**config.mk**
```make
export PLATFORM = sky130hd
export DESIGN_NAME = nrps_cell
export DESIGN_NICKNAME = d
export VERILOG_FILES = /design/src/hdl/nrps_cell.sv
export SDC_FILE = /design/constraint.sdc
export NUM_CORES = 1
export LEC_CHECK = 0
export BUFFER_PORTS_ARGS = -buffer_cell sky130_fd_sc_hd__buf_2
export CORE_AREA = 4 4 128 130
export CTS_BUF_LIST = sky130_fd_sc_hd__clkbuf_16
export DETAILED_ROUTE_END_ITERATION = 7
export DIE_AREA = 0 0 132 134
export PLACE_DENSITY = 0.66
export SYNTH_ARGS = -nofsm -noshare
export SYNTH_HDL_FRONTEND = slang
export SYNTH_SLANG_ARGS = --single-unit
```
**constraint.sdc**
```tcl
create_clock -name i_clk -period 6 [get_ports i_clk]
set_input_delay 1.5 -clock i_clk [delete_from_list [all_inputs] [get_ports i_clk]]
set_output_delay 1.5 -clock i_clk [all_outputs]
set_load 0.03 [all_outputs]
```
**src/hdl/nrps_cell.sv**
```systemverilog
`timescale 1ns / 1ps

// One slot of the point ring. A direct write wins over the shift from
// the neighbor.
module nrps_cell #(
    parameter int DATA_W = 112
) (
    input  logic              i_clk,
    input  logic              i_shift,
    input  logic [DATA_W-1:0] i_prev,
    input  logic              i_wr,
    input  logic [DATA_W-1:0] i_wdata,
    output logic [DATA_W-1:0] o_data
);

    logic [DATA_W-1:0] r_data;

    // Slot contents.
    always_ff @(posedge i_clk) begin
        if (i_wr) begin
            r_data <= i_wdata;
        end else if (i_shift) begin
            r_data <= i_prev;
        end
    end

    assign o_data = r_data;

endmodule

```
# Word-level counts from Yosys, hierarchy flattened
# Cells that the tools add are included.
[word_totals] inputBits=227 reg_bits=112 wordCells=4 output_inout_bits=112
[classes] muxes=2 n_reduce_logical=1
[ops] op="2-to-1 mux 112 bit" count=2
[ops] op="nonzero test 2 bit" count=1

# Depth between registers and ports, before layout
[logic_depth] word_depth=2 mapped_depth=4 mapped_depth_nobuf=1

# Least setup slack after synthesis
# OpenSTA, ideal clock, no wires.
[synth_timing] path_type="input to register" startpoint="in i_wr" endpoint="reg r_data[0], in the netlist o_data[0], enable pin" t_required_ps=5522 path_slack_ps=1158 cell_stages=4 arrival_time_ps=4364 n_path_buf=3 setup_time_ps=478 cell_sequence="buf_6 > buf_8 > buf_6 > or2_1"
[synth_between] elab_chain_cells=1
[synth_rtl] element="from (decl)" line="11" text="input logic i_wr,"
[synth_rtl] element="nonzero test 2 bit (no source line)"
[synth_rtl] element="to (signal assigned)" line="21" text="r_data <= i_wdata;"
[synth_rtl] element="to (signal assigned)" line="23" text="r_data <= i_prev;"
[synth_rtl] element="to (decl)" line="16" text="logic [DATA_W-1:0] r_data;"
# Every way passes these cells.
# A chain may end at the register's enable or synchronous reset.

# Worst setup path in the final report
[layout_timing] startpoint="in i_wr" endpoint="reg r_data[56], in the netlist o_data[56], enable pin"
# Same word-level chain as after synthesis.

==> key figures <==
Outcome
  • Outcome: complete, no violations

Finish
  • Layout cells sized above 1: 0.804
  • Synth-to-layout area growth: 42.2%
  • Fillers: around 1400
  • Max reg flops: about 110
  • N_diodes: 0
  • # nets final: about 800

Global route
  • Vias in the first global route: 3609
  • Initial antenna violation count: 0
  • Largest net degree at the start of global routing: 67
  • Total track usage: 0.142
  • GRT Residual Overflow: 0
  • First-pass GRT wire length: 19.2 mm

Setup path
  • Largest stage delay, worst path: between 0.8 and 0.9 ns
  • Worst EP arrival: 3.57 ns
  • Worst-path maximum fanout: between 60 and 70
  • Worst path required time: 5.98 ns
  • Slowest cell on the critical path: or2_4
  • CP startpoint kind: primary input
  • Critical Path End Type: flop
  • Kind of critical path: primary input to flop
  • CP cell instances: buf_6 > or2_4 > buf_4

Clock tree
  • Worst-path clk slew: ~0.070 ns
  • Hold-fix buffers at CTS: 0
  • # clock sinks: 112
  • Root Buffer: clkbuf_16
  • CTS H-tree depth: 3
  • Post-CTS Resized: 0
  • CTS tree: done
  • Post-CTS Setup Inserts: 0
  • Clock Path Buffers: 2
  • CTS Buf Count: 9

Job
  • Max-cap viol count: 0

Routing
  • DR WL/cell: 17.3 um
  • M1 wire length: 4.70 mm
  • Met3 WL post-DR: 1.31 mm
  • Drt first-iter violations: 75
  • DRT Wirelength: 13.3 mm
  • DRC: 0
  • Detail Route Antenna Nets: 0
  • Vias post-DR: 3431
  • Top Layer Used: met4
  • Met2 WL post-DR: 7.04 mm
  • Drt via density: 4.46
  • Drt pass-1 iters: 4

Timing
  • Endpoints failing hold: 0
  • Max-slew headroom: 0.372
  • Fin crit period: roughly 3.6 ns
  • Unrepaired setup endpoints after global routing: no
  • Final Cycle Share: 0.598
  • Worst-Margin Slew: 0.942 ns
  • Maximum clock rate: 0.279 GHz
  • Max-slew violation count: 0
  • Setup TNS Final: 0 ns
  • # setup viols final: 0

Power and ir drop
  • Worst IR drop on VDD: 0.118 mV
  • P_int: 1.46 mW
  • Pwr/cell area: 285 nW/um2
  • Clock Power Share: 0.287
  • Seq pwr share: 0.482
  • Switching Share: 0.280
  • Overall power: around 2.0 mW
  • Leak: 3.36 nW
  • Comb pwr share: 0.231
  • Net Sw Power: 0.570 mW

Synthesis
  • Post-Syn Area: 5010 um2
  • Synth unique cells: 7
  • FF+latch count, synth: 112
  • Syn Nets: 465
  • Synth Warn #: 0
  • Synth Instances: 238
  • Sequential area share after synthesis: 0.671
  • Synthesized area per cell: about 21 um2

Floorplan
  • Die ar.: 17700 um2
  • Starting density of the core: 0.331
  • I/O pins: 339
  • Row cnt: 45
  • Core area: 15100 um2
  • Height of the die: 134 um
  • Die Wd: 132 um

Place
  • Port bufs: ~340
  • GP Congestion: between 0.7 and 0.8
  • Hpwl dp: 10.7 mm

Min path
  • Hold Path Class: primary input to flop
[kinds of logic (layout without fill, tap and decap cells)]
logic type / after synthesis / in the layout / synth area share
AND/OR/NAND/NOR: 1 / 1 / 0.00125
flip-flops: 112 / 112 / 0.671
buffers and inverters: 13 / 356 / 0.0250
multiplexers: 112 / 112 / 0.303
[placed cells by master, fill, tap and decap left out]
master and instances:
buf_2 337, buf_4 2, buf_6 1, bufinv_16 1, clkbuf_16 9, clkinv_2 1, clkinvlp_4 3, edfxtp_1 112
inv_1 2, mux2_2 43, mux2_4 69, or2_4 1
[final cells by class]
class                      count  area [um2]  share of cell area
multi-input combinational    113        1530               0.214
clock inverter                 7        65.1             0.00912
tap                          188         235              0.0330
timing repair buffer         340        1710               0.240
clock buffer                   9         225              0.0316
sequential                   112        3360               0.472
[worst max-delay path, delay by kind of cell]
kind	cells	cell delay (ns)
buffers and inverters	2	1.07
and+or+nand+nor	1	0.81
[path summary, 6_finish.rpt]
| path | from | end | slack (ns) | depth (start not counted) |
|---|---|---|---|---|
| setup / recovery | i_wr | o_data[56]$_DFFE_PP_ | 2.41 | 3 |
| hold / removal | i_wdata[61] | o_data[61]$_DFFE_PP_ | 1.45 | 2 |
[cells in the mapped netlist (all sizes together)]
| library cell | n | area [um2] |
|---|---|---|
| or2 | 1 | 6.26 |
| edfxtp | 112 | 3360 |
| buf | 13 | 125 |
| mux2 | 112 | 1520 |
[stage by stage]
stage / cells / hold slack [ns] / setup slack, ns / instance area (um2) / utilization
after CTS: 769 / 1.43 / 2.41 / 7130 / 0.471
after floorplan: 238 / 1.72 / 1.16 / 5010 / -
after detailed placement: 753 / 1.80 / 2.03 / 6840 / 0.452
after global routing: 769 / 1.43 / 2.25 / 7130 / 0.471
after global placement: 753 / 1.80 / 2.14 / 6840 / 0.452
final: 769 / 1.45 / 2.41 / 7130 / 0.471
[power groups by stage]
| stage | registers [mW] | logic [mW] | clock network, mW |
|---|---|---|---|
| finish | 0.981 | 0.469 | 0.585 |
| global route | 0.989 | 0.493 | 0.637 |
| CTS | 0.982 | 0.476 | 0.608 |
| detailed placement | 0.999 | 0.476 | 0 |
| global placement | 0.998 | 0.469 | 0 |
| floorplan | 1.18 | 0.116 | 0 |
[per-layer routing]
metal | GRT usage | up-vias
li1 | - | 1608
met1 | 0.140 | 1609
met2 | 0.261 | 197
met3 | 0.0559 | 17
met4 | 0.0624 | 0
met5 | 0 | -
Power figures use the tool's default switching activity.
